## src/sv/dnt_pkg.sv

```systemverilog
// Shared types, constants and helper functions of the directory name table.
// Used by the channel interfaces, the controller, the datapath and the top level.
// Depends on nothing.
package dnt_pkg;

  localparam int ENTRIES  = 16;
  localparam int IDX_W    = (ENTRIES > 1) ? $clog2(ENTRIES) : 1;
  localparam int NAME_BYTES = 9;
  localparam int NAME_W   = 8 * NAME_BYTES;
  localparam int HEAD_W   = 64;
  localparam int TAIL_W   = 8;
  localparam int FUNC_W   = 2;
  localparam int STATUS_W = 2;
  localparam int SLOT_W   = 4;
  localparam int SECTOR_W = 10;

  localparam logic [IDX_W-1:0] LAST_IDX = IDX_W'(ENTRIES - 1);

  // Operation codes.
  localparam logic [FUNC_W-1:0] FUNC_LOOKUP = 2'd0;
  localparam logic [FUNC_W-1:0] FUNC_ADD    = 2'd1;
  localparam logic [FUNC_W-1:0] FUNC_REMOVE = 2'd2;

  // Status codes.
  localparam logic [STATUS_W-1:0] ST_DONE      = 2'd0;
  localparam logic [STATUS_W-1:0] ST_NOT_FOUND = 2'd1;
  localparam logic [STATUS_W-1:0] ST_DUPLICATE = 2'd2;
  localparam logic [STATUS_W-1:0] ST_FULL      = 2'd3;

  // Commands from the controller to the datapath.
  typedef struct packed {
    logic load;    // capture the request and restart the scan
    logic scan;    // step the slot scan by one slot
    logic commit;  // update the table and load the result register
  } dnt_cmd_t;

  // Status from the datapath to the controller.
  typedef struct packed {
    logic scan_done;
  } dnt_stat_t;

  // Forces every byte after the first zero byte to zero. Two names match
  // exactly when their normalized forms are equal.
  function automatic logic [NAME_W-1:0] normalize_name(input logic [NAME_W-1:0] name);
    logic [NAME_W-1:0] res;
    logic              ended;
    logic [7:0]        b;
    res   = '0;
    ended = 1'b0;
    for (int p = 0; p < NAME_BYTES; p++) begin
      b = ended ? 8'd0 : name[8*p +: 8];
      if (b == 8'd0) begin
        ended = 1'b1;
      end
      res[8*p +: 8] = b;
    end
    return res;
  endfunction

  // Low bits of a slot number as carried in the result.
  function automatic logic [SLOT_W-1:0] slot_field(input logic [IDX_W-1:0] idx);
    logic [7:0] wide;
    wide = 8'(idx);
    return wide[SLOT_W-1:0];
  endfunction

endpackage

```

## src/sv/dnt_if.sv

```systemverilog
// Valid/ready channel interfaces for requests and results of the name table.
// Depends on dnt_pkg.
interface dnt_in_if import dnt_pkg::*; ();
  logic                valid;
  logic                ready;
  logic [FUNC_W-1:0]   func;
  logic [HEAD_W-1:0]   name_head;
  logic [TAIL_W-1:0]   name_tail;
  logic [SECTOR_W-1:0] sector_in;
  logic                dir_flag_in;

  modport source (output valid, func, name_head, name_tail, sector_in, dir_flag_in,
                  input ready);
  modport sink   (input valid, func, name_head, name_tail, sector_in, dir_flag_in,
                  output ready);
endinterface

interface dnt_out_if import dnt_pkg::*; ();
  logic                valid;
  logic                ready;
  logic [STATUS_W-1:0] status;
  logic [SLOT_W-1:0]   slot_index;
  logic [SECTOR_W-1:0] sector_out;
  logic                is_dir;

  modport source (output valid, status, slot_index, sector_out, is_dir, input ready);
  modport sink   (input valid, status, slot_index, sector_out, is_dir, output ready);
endinterface

```

## src/sv/dnt_ctrl.sv

```systemverilog
// Controller of the name table: sequences accept, slot scan and commit.
// Depends on dnt_pkg.
module dnt_ctrl import dnt_pkg::*; (
  input  logic      clk,
  input  logic      rst_n,
  input  logic      in_valid,
  output logic      in_ready,
  output logic      out_valid,
  input  logic      out_ready,
  output dnt_cmd_t  cmd,
  input  dnt_stat_t stat
);

  typedef enum logic [1:0] {S_IDLE, S_SCAN, S_FINISH} state_t;

  state_t state_r, state_nxt;
  logic   out_valid_r, out_valid_nxt;
  logic   out_free;

  assign out_free  = !out_valid_r || out_ready;
  assign in_ready  = (state_r == S_IDLE);
  assign out_valid = out_valid_r;

  always_comb begin
    state_nxt     = state_r;
    out_valid_nxt = out_valid_r && !out_ready;
    cmd           = '0;
    unique case (state_r)
      S_IDLE: begin
        if (in_valid) begin
          cmd.load  = 1'b1;
          state_nxt = S_SCAN;
        end
      end
      S_SCAN: begin
        cmd.scan = 1'b1;
        if (stat.scan_done) begin
          state_nxt = S_FINISH;
        end
      end
      S_FINISH: begin
        // Hold the finished result until the output register is free.
        if (out_free) begin
          cmd.commit    = 1'b1;
          out_valid_nxt = 1'b1;
          state_nxt     = S_IDLE;
        end
      end
      default: begin
        state_nxt = S_IDLE;
      end
    endcase
  end

  always_ff @(posedge clk) begin
    if (!rst_n) begin
      state_r     <= S_IDLE;
      out_valid_r <= 1'b0;
    end else begin
      state_r     <= state_nxt;
      out_valid_r <= out_valid_nxt;
    end
  end

endmodule

```

## src/sv/dnt_dpath.sv

```systemverilog
// Datapath of the name table: slot memory, valid bits, scan pipeline and result register.
// Depends on dnt_pkg.
module dnt_dpath import dnt_pkg::*; (
  input  logic                clk,
  input  logic                rst_n,
  input  dnt_cmd_t            cmd,
  output dnt_stat_t           stat,
  input  logic [FUNC_W-1:0]   func,
  input  logic [HEAD_W-1:0]   name_head,
  input  logic [TAIL_W-1:0]   name_tail,
  input  logic [SECTOR_W-1:0] sector_in,
  input  logic                dir_flag_in,
  output logic [STATUS_W-1:0] status,
  output logic [SLOT_W-1:0]   slot_index,
  output logic [SECTOR_W-1:0] sector_out,
  output logic                is_dir
);

  // Slot storage; only valid slots are ever compared, so no clearing is needed.
  logic [NAME_W-1:0]   name_mem   [ENTRIES];
  logic [SECTOR_W-1:0] sector_mem [ENTRIES];
  logic                dir_mem    [ENTRIES];
  logic [ENTRIES-1:0]  valid_r;

  // Request registers.
  logic [FUNC_W-1:0]   func_r;
  logic [NAME_W-1:0]   name_r;
  logic [SECTOR_W-1:0] sector_r;
  logic                dir_r;

  // Scan: issue stage and compare stage.
  logic [IDX_W-1:0]    idx_r;
  logic [IDX_W-1:0]    cmp_idx_r;
  logic                cmp_vld_r;
  logic [NAME_W-1:0]   rd_name_r;
  logic [SECTOR_W-1:0] rd_sector_r;
  logic                rd_dir_r;
  logic                match;

  // Scan findings.
  logic                hit_r;
  logic [IDX_W-1:0]    hit_idx_r;
  logic [SECTOR_W-1:0] hit_sector_r;
  logic                hit_dir_r;
  logic                free_found_r;
  logic [IDX_W-1:0]    free_idx_r;

  // Result register.
  logic [STATUS_W-1:0] status_r, status_nxt;
  logic [SLOT_W-1:0]   slot_r, slot_nxt;
  logic [SECTOR_W-1:0] sector_out_r, sector_out_nxt;
  logic                is_dir_r, is_dir_nxt;
  logic                wr_en, clr_en;

  assign match          = cmp_vld_r && valid_r[cmp_idx_r] && (rd_name_r == name_r);
  assign stat.scan_done = cmp_vld_r && (match || (cmp_idx_r == LAST_IDX));

  always_ff @(posedge clk) begin
    if (cmd.load) begin
      func_r   <= func;
      name_r   <= normalize_name({name_tail, name_head});
      sector_r <= sector_in;
      dir_r    <= dir_flag_in;
      idx_r    <= '0;
      hit_r        <= 1'b0;
      free_found_r <= 1'b0;
    end else if (cmd.scan) begin
      if (idx_r != LAST_IDX) begin
        idx_r <= idx_r + 1'b1;
      end
      if (match) begin
        hit_r        <= 1'b1;
        hit_idx_r    <= cmp_idx_r;
        hit_sector_r <= rd_sector_r;
        hit_dir_r    <= rd_dir_r;
      end
      if (cmp_vld_r && !valid_r[cmp_idx_r] && !free_found_r) begin
        free_found_r <= 1'b1;
        free_idx_r   <= cmp_idx_r;
      end
    end
    rd_name_r   <= name_mem[idx_r];
    rd_sector_r <= sector_mem[idx_r];
    rd_dir_r    <= dir_mem[idx_r];
    cmp_idx_r   <= idx_r;
  end

  always_ff @(posedge clk) begin
    if (!rst_n) begin
      cmp_vld_r <= 1'b0;
    end else begin
      cmp_vld_r <= cmd.scan;
    end
  end

  always_comb begin
    status_nxt     = ST_NOT_FOUND;
    slot_nxt       = '0;
    sector_out_nxt = '0;
    is_dir_nxt     = 1'b0;
    wr_en          = 1'b0;
    clr_en         = 1'b0;
    case (func_r)
      FUNC_LOOKUP: begin
        if (hit_r) begin
          status_nxt     = ST_DONE;
          slot_nxt       = slot_field(hit_idx_r);
          sector_out_nxt = hit_sector_r;
          is_dir_nxt     = hit_dir_r;
        end
      end
      FUNC_ADD: begin
        if (hit_r) begin
          status_nxt = ST_DUPLICATE;
        end else if (free_found_r) begin
          status_nxt = ST_DONE;
          slot_nxt   = slot_field(free_idx_r);
          wr_en      = 1'b1;
        end else begin
          status_nxt = ST_FULL;
        end
      end
      FUNC_REMOVE: begin
        if (hit_r) begin
          status_nxt = ST_DONE;
          slot_nxt   = slot_field(hit_idx_r);
          clr_en     = 1'b1;
        end
      end
      default: begin
      end
    endcase
  end

  always_ff @(posedge clk) begin
    if (cmd.commit && wr_en) begin
      name_mem[free_idx_r]   <= name_r;
      sector_mem[free_idx_r] <= sector_r;
      dir_mem[free_idx_r]    <= dir_r;
    end
  end

  always_ff @(posedge clk) begin
    if (!rst_n) begin
      valid_r <= '0;
    end else if (cmd.commit) begin
      if (wr_en) begin
        valid_r[free_idx_r] <= 1'b1;
      end
      if (clr_en) begin
        valid_r[hit_idx_r] <= 1'b0;
      end
    end
  end

  always_ff @(posedge clk) begin
    if (cmd.commit) begin
      status_r     <= status_nxt;
      slot_r       <= slot_nxt;
      sector_out_r <= sector_out_nxt;
      is_dir_r     <= is_dir_nxt;
    end
  end

  assign status     = status_r;
  assign slot_index = slot_r;
  assign sector_out = sector_out_r;
  assign is_dir     = is_dir_r;

endmodule

```

## src/sv/directory_name_table_core.sv

```systemverilog
// Top level of the directory name table: controller plus datapath.
// Depends on dnt_pkg, dnt_if, dnt_ctrl and dnt_dpath.
//
//   Channel  Direction  Handshake     Payload
//   in_ch    sink       valid/ready   func, name_head, name_tail, sector_in, dir_flag_in
//   out_ch   source     valid/ready   status, slot_index, sector_out, is_dir
//
// Each request scans the slots in order: one slot is read from the slot memory
// per cycle, and the compare stage works on the registered read data. The scan
// stops at the first slot whose name matches, or after the last slot. Only one
// request is in work at a time, and the next one can transfer in the cycle after
// the result is loaded. Reset is synchronous and active low; it clears all valid bits,
// so the table is empty afterwards. A result waiting in the output register does not
// block the next request; only its commit waits for the output register to be free.
module directory_name_table_core import dnt_pkg::*; (
  input  logic         clk,
  input  logic         rst_n,
  dnt_in_if.sink       in_ch,
  dnt_out_if.source    out_ch
);

  dnt_cmd_t  cmd;
  dnt_stat_t stat;

  // The controller walks idle, scan and finish; the datapath does the work.
  dnt_ctrl u_ctrl (
    .clk       (clk),
    .rst_n     (rst_n),
    .in_valid  (in_ch.valid),
    .in_ready  (in_ch.ready),
    .out_valid (out_ch.valid),
    .out_ready (out_ch.ready),
    .cmd       (cmd),
    .stat      (stat)
  );

  // Request names are normalized on capture, so stored and requested names
  // compare with a plain equality during the scan.
  dnt_dpath u_dpath (
    .clk         (clk),
    .rst_n       (rst_n),
    .cmd         (cmd),
    .stat        (stat),
    .func        (in_ch.func),
    .name_head   (in_ch.name_head),
    .name_tail   (in_ch.name_tail),
    .sector_in   (in_ch.sector_in),
    .dir_flag_in (in_ch.dir_flag_in),
    .status      (out_ch.status),
    .slot_index  (out_ch.slot_index),
    .sector_out  (out_ch.sector_out),
    .is_dir      (out_ch.is_dir)
  );

  // After an input transfer the block is busy with that request.
  a_one_at_a_time: assert property (@(posedge clk) disable iff (!rst_n)
    in_ch.valid && in_ch.ready |=> !in_ch.ready)
    else $error("input taken while a request was still in work");

  // A commit never overwrites a result that has not been transferred.
  a_no_overwrite: assert property (@(posedge clk) disable iff (!rst_n)
    cmd.commit |-> (!out_ch.valid || out_ch.ready))
    else $error("result register overwritten before transfer");

  // Every captured request is followed by a scan.
  a_scan_follows_load: assert property (@(posedge clk) disable iff (!rst_n)
    cmd.load |=> cmd.scan)
    else $error("request captured without a scan");

endmodule

```

## src/flat_wrapper.sv

```systemverilog
// flat-port wrapper written by rule: the top's interface ports become plain ports
module directory_name_table_core_flat import dnt_pkg::*;
  (clk, rst_n, in_ch_valid, in_ch_func, in_ch_name_head, in_ch_name_tail, in_ch_sector_in, in_ch_dir_flag_in, in_ch_ready, out_ch_valid, out_ch_status, out_ch_slot_index, out_ch_sector_out, out_ch_is_dir, out_ch_ready);
  dnt_in_if in_ch_i ();
  dnt_out_if out_ch_i ();
  input  logic clk;
  input  logic rst_n;
  input wire logic [$bits(in_ch_i.valid)-1:0] in_ch_valid;
  input wire logic [$bits(in_ch_i.func)-1:0] in_ch_func;
  input wire logic [$bits(in_ch_i.name_head)-1:0] in_ch_name_head;
  input wire logic [$bits(in_ch_i.name_tail)-1:0] in_ch_name_tail;
  input wire logic [$bits(in_ch_i.sector_in)-1:0] in_ch_sector_in;
  input wire logic [$bits(in_ch_i.dir_flag_in)-1:0] in_ch_dir_flag_in;
  output wire logic [$bits(in_ch_i.ready)-1:0] in_ch_ready;
  output wire logic [$bits(out_ch_i.valid)-1:0] out_ch_valid;
  output wire logic [$bits(out_ch_i.status)-1:0] out_ch_status;
  output wire logic [$bits(out_ch_i.slot_index)-1:0] out_ch_slot_index;
  output wire logic [$bits(out_ch_i.sector_out)-1:0] out_ch_sector_out;
  output wire logic [$bits(out_ch_i.is_dir)-1:0] out_ch_is_dir;
  input wire logic [$bits(out_ch_i.ready)-1:0] out_ch_ready;
  assign in_ch_i.valid = in_ch_valid;
  assign in_ch_i.func = in_ch_func;
  assign in_ch_i.name_head = in_ch_name_head;
  assign in_ch_i.name_tail = in_ch_name_tail;
  assign in_ch_i.sector_in = in_ch_sector_in;
  assign in_ch_i.dir_flag_in = in_ch_dir_flag_in;
  assign in_ch_ready = in_ch_i.ready;
  assign out_ch_valid = out_ch_i.valid;
  assign out_ch_status = out_ch_i.status;
  assign out_ch_slot_index = out_ch_i.slot_index;
  assign out_ch_sector_out = out_ch_i.sector_out;
  assign out_ch_is_dir = out_ch_i.is_dir;
  assign out_ch_i.ready = out_ch_ready;
  directory_name_table_core u_core (.clk(clk), .rst_n(rst_n), .in_ch(in_ch_i), .out_ch(out_ch_i));
endmodule
```

## config.mk

```make
export PLATFORM = sky130hd
export DESIGN_NAME = directory_name_table_core_flat
export DESIGN_NICKNAME = d
export VERILOG_FILES = /design/src/sv/dnt_pkg.sv /design/src/sv/dnt_if.sv /design/src/sv/dnt_ctrl.sv /design/src/sv/dnt_dpath.sv /design/src/sv/directory_name_table_core.sv /design/src/flat_wrapper.sv
export SDC_FILE = /design/constraint.sdc
export NUM_CORES = 2
export LEC_CHECK = 0
export BUFFER_PORTS_ARGS = -buffer_cell sky130_fd_sc_hd__buf_4
export CAP_MARGIN = 40
export CORE_ASPECT_RATIO = 1.4
export CORE_MARGIN = 1
export CORE_UTILIZATION = 41
export CTS_CLUSTER_DIAMETER = 150
export CTS_CLUSTER_SIZE = 24
export DETAILED_ROUTE_END_ITERATION = 12
export HOLD_SLACK_MARGIN = 0.03
export PLACE_DENSITY = 0.52
export RECOVER_POWER = 100
export SETUP_SLACK_MARGIN = 0.5
export SLEW_MARGIN = 5
export SYNTH_ARGS = -nofsm -noshare
export SYNTH_HDL_FRONTEND = slang
export SYNTH_SLANG_ARGS = --single-unit
```

## constraint.sdc

```tcl
create_clock -name clk -period 23.6 [get_ports clk]
set_input_delay 3.54 -clock clk [delete_from_list [all_inputs] [get_ports clk]]
set_output_delay 3.54 -clock clk [all_outputs]
set_load 0.03 [all_outputs]
```

==> flow_results.org <==
** Status
- The flow ran to the end, but the final reports show violations.
- Violated checks :: max-capacitance violations, max-slew violations

** Critical path
- Register-to-Register Setup Slack :: 11,510 ps
- Buffers plus inverters on the worst setup path :: 3
- The worst setup path is launched from a flop.
- Worst reg2reg path startpoint :: u_core.u_dpath.idx_r[1]
- The critical path in this run is classified as flop to flop.
- For this design, the slowest cell found on the critical path is clkbuf_1.
- Biggest fanout along the worst timing path :: 125
- Required time at the endpoint of the critical path :: 24,180 ps
- Counting stages on the worst path, the most repeated cell is clkbuf_1.
- Cell depth of the worst flop-to-flop path :: 5
- Walking the worst path, the cells encountered are clkbuf_1 -> clkbuf_1 -> clkbuf_1 -> mux4_2 -> mux4_2.
- The endpoint identified for the worst register-to-register timing path is u_core.u_dpath.rd_name_r[55].
- For the worst setup path, the data arrival time is 12,680 ps.
- STA classifies the critical path endpoint as a flop.
- Largest delay share family, worst path :: buffers and inverters
- The largest single stage delay on the critical path is 6050 ps.

** Die
- Die Y :: 448 µm
- The die covers 144,000 µm².
- The die is 321 µm wide.
- For this configuration, the core starts out at a cell density of 41.4%.
- The floorplan has 163 rows.
- The floorplan step defined a core boundary enclosing 141,000 µm².
- I/O pin count :: 108

** Power
- Power Dens Cells :: 87.2 nW/µm²
- Peak VDD IR :: 55.6 µV
- Total leakage power :: 18.8 nW

** Clock network
- Clock-pin transition on the worst setup and hold timing paths :: 90 ps
- Clock buffer count from CTS :: 75
- Clock tree synthesis found a total of 1,562 sinks.
- Depth of the CTS H-tree :: 3
- TritonCTS built the clock tree.
- In this run the clock root is driven by a clkbuf_16.
- Largest buffer count on any clock path :: 3
- After clock tree synthesis, the setup repair step added 0 buffers.
- Clock insertion delay at the later pin of the skew report :: 710 ps
- Post-cts sizing count :: 0
- Number of hold buffers added after cts :: 0

** Global route
- First-pass GRT wire length :: 205,000 µm
- Global routing consumed, on the met3 layer, 1.76% of the routing resources.
- Grt peak-use layer :: met2
- Global routing consumed, on the met1 layer, 27.2% of the routing resources.
- GRT Total Usage :: 20.2%
- Global routing finished with a remaining overflow of 0.
- Global routing usage on met2 :: 35.5%
- Antenna violations before repair :: 4
- The via count of the first global-routing pass came to 27,700.
- Maximum number of pins on one net before global-route repair :: 126

** Route
- Total Routed Length :: 143,000 µm
- In the routed layout, each cell is associated on average with a via count of 5.64.
- Avg WL per Cell :: 31.2 µm
- For this block, the initial DRC count from the detailed router was 2,855.
- In the routed design, unresolved DRC markers number 0.
- Pre-antenna DRT Iters :: 5
- Across all layers, the routed design uses 25,900 vias.
- Routed Antenna Nets :: 0

** Logic synthesis
- Net count of the mapped netlist :: 2,556
- The biggest area contributor in the post-synthesis netlist is edfxtp_1.
- Synth Cell Area :: 58,400 µm²
- Average size of a mapped cell :: 23.7 µm²
- Yosys mapped the design onto 49 distinct sky130hd cell types.
- Sorting the synthesized cells by area gives the leading types as edfxtp_1, mux4_2, dfxtp_1, xnor2_1, and2_1.
- Share of the synthesized area in compound gates (AO/OA/AOI/OAI) :: 0.596%
- Xor and xnor fraction of the mapped netlist area :: 0.795%
- After synthesis, the share of cell area in mux cells is 16.3%.
- After synthesis, the largest area contributor takes up 74.6% of total cell area.
- Post-synthesis simple-gate area fraction :: 2.77%
- Most frequently used flop master after synthesis :: edfxtp_1
- Adder and majority cell fraction of the synthesized area :: 0.0214%
- For this run, asynchronously set or reset flops after synthesis account for 0%.
- Yosys reg bits :: 1,562
- Warnings, synthesis :: 0
- Share of synthesized area occupied by flip-flops and latches :: 78.4%
- Synthesized netlist cell count :: 2,466
- Post-synth EDFFs :: 1,449
- Combinational family with the most area after synthesis :: multiplexers

** Min path
- Along the worst hold path, the cell count comes to 0.
- The path class of the tightest hold or removal check is flop to flop.
- For hold timing, the worst endpoint is u_core.u_dpath.hit_sector_r[1].
- Launch instance of the worst min-delay path :: u_core.u_dpath.rd_sector_r[1]

** Finish
- Layout Area Growth over Synthesis :: 8.96%
- Area of combinational cells with multiple inputs :: 11,900 µm²
- Share of final-layout standard cells stronger than drive strength 1 :: 22.4%
- Storage element area :: 45,800 µm²
- Count of filler cells inserted in the layout :: 12,000
- Count of inserted antenna diode cells :: 0
- Nets@finish :: 2,731

** Timing
- Final number of max-transition violations :: 1,868
- Timing would allow up to 82.7 MHz.
- Unrepaired setup endpoints after global routing :: no
- Setup total negative slack on the finished layout was measured at 0 ps.
- Tmin final :: 12,090 ps
- The final critical path takes up 51.2% of the cycle.
- The hold violation total from the final report came to 0.
- Least-Margin Pin Slew :: 8580 ps
- Slew Limit Headroom :: -472%
- Clock tree skew after final layout :: 28.4 ps
- Setup violations remaining at the end of the flow were counted as 0.
- Hold is met by 412 ps.

** Flow run
- Max_cap viols :: 62

** Placed design
- Detailed-placement wirelength estimate :: 86,200 µm
- During placement, the flow inserted port buffers numbering 107.
- Final weighted congestion in routability-driven placement :: 0.802
synth_stat cells (12+ instances only):
master    number
xnor2_1       52
edfxtp_1    1449
nor4_1        23
and3_1        19
nand3_1       12
nor2_1        24
buf_6         29
dfxtp_1      113
clkbuf_1      44
mux4_2       416
nand2_1       24
nand2b_1      46
buf_2         19
and2_1        59
nand4_1       40
final cells by class:
cell class,instances,share of cell area (%)
Sequential cell,1562,72.0
Clock inverter,5,0.132
Inverter,8,0.0472
Clock buffer,135,3.41
Multi-Input combinational cell,793,18.7
Timing Repair Buffer,201,1.96
Tap cell,1897,3.73
metal layers:
layer | vias up | routed length (µm)
met5 | - | 0
met4 | 0 | 2970
met3 | 145 | 5550
met2 | 652 | 75100
met1 | 14400 | 59800
li1 | 10700 | -
where the power goes:
group	leakage [nW]	total [mW]	switching, mW	internal (mW)
combinational	3.65	0.861	0.389	0.472
clock	1.07	1.49	0.854	0.637
sequential	14.0	3.19	0.0950	3.10
cells by family after synthesis:
family,after synthesis
compound gates,40
xor+xnor,53
fa+ha+maj,1
buf+inv,111
flops,1562
mux,423
simple gates,276
sequential cells by signal (all words and copies together) (netlist names), 4 cells and up:
| signal | cells |
|---|---|
| u_core.u_dpath.cmp_idx_r | 4 |
| u_core.u_dpath.dir_mem | 16 |
| u_core.u_dpath.free_idx_r | 4 |
| u_core.u_dpath.hit_idx_r | 4 |
| u_core.u_dpath.hit_sector_r | 10 |
| u_core.u_dpath.idx_r | 4 |
| u_core.u_dpath.name_mem | 1152 |
| u_core.u_dpath.name_r | 72 |
| u_core.u_dpath.rd_name_r | 72 |
| u_core.u_dpath.rd_sector_r | 10 |
| u_core.u_dpath.sector_mem | 160 |
| u_core.u_dpath.sector_out | 10 |
| u_core.u_dpath.sector_r | 10 |
| u_core.u_dpath.slot_index | 4 |
| u_core.u_dpath.valid_r | 16 |
layout by cell type (no fill, tap or decap), types with 19 or more instances in the layout:
master,n
edfxtp_1,1449
mux4_2,416
clkbuf_1,161
dfxtp_1,113
clkbuf_16,78
buf_4,76
xnor2_1,52
and2_0,47
nand2b_1,46
nand4_1,40
nand2_1,24
nor2_1,23
nor4_1,23
and3_1,19
worst max path at each step:
stage                            start                        endpoint  slack [ps]  cells after the start
4_1_cts                   out_ch_ready   u_core.u_dpath.name_mem[0][4]       16890                     10
6_report       u_core.u_dpath.idx_r[1]    u_core.u_dpath.rd_name_r[55]       11510                      5
3_3_place_gp              out_ch_ready  u_core.u_dpath.name_mem[0][29]       15970                      9
5_1_grt        u_core.u_dpath.idx_r[1]    u_core.u_dpath.rd_name_r[37]       10880                      5
3_5_place_dp              out_ch_ready  u_core.u_dpath.name_mem[0][16]       16090                     10
2_1_floorplan             out_ch_ready      u_core.u_dpath.valid_r[12]       12320                      6
through the flow:
step	cells	utilization (%)	instance area (µm²)	power, mW	setup WS [ps]
2_1_floorplan	2466	-	58400	3.81	12320
5_1_grt	4601	45.1	63600	5.74	10880
6_report	4601	45.1	63600	5.54	11510
3_3_place_gp	4425	43.6	61500	4.06	15970
4_1_cts	4601	45.7	64600	5.57	16890
3_5_place_dp	4461	44.1	62300	4.09	16090
No activity file was read; power rests on OpenSTA's default activity.
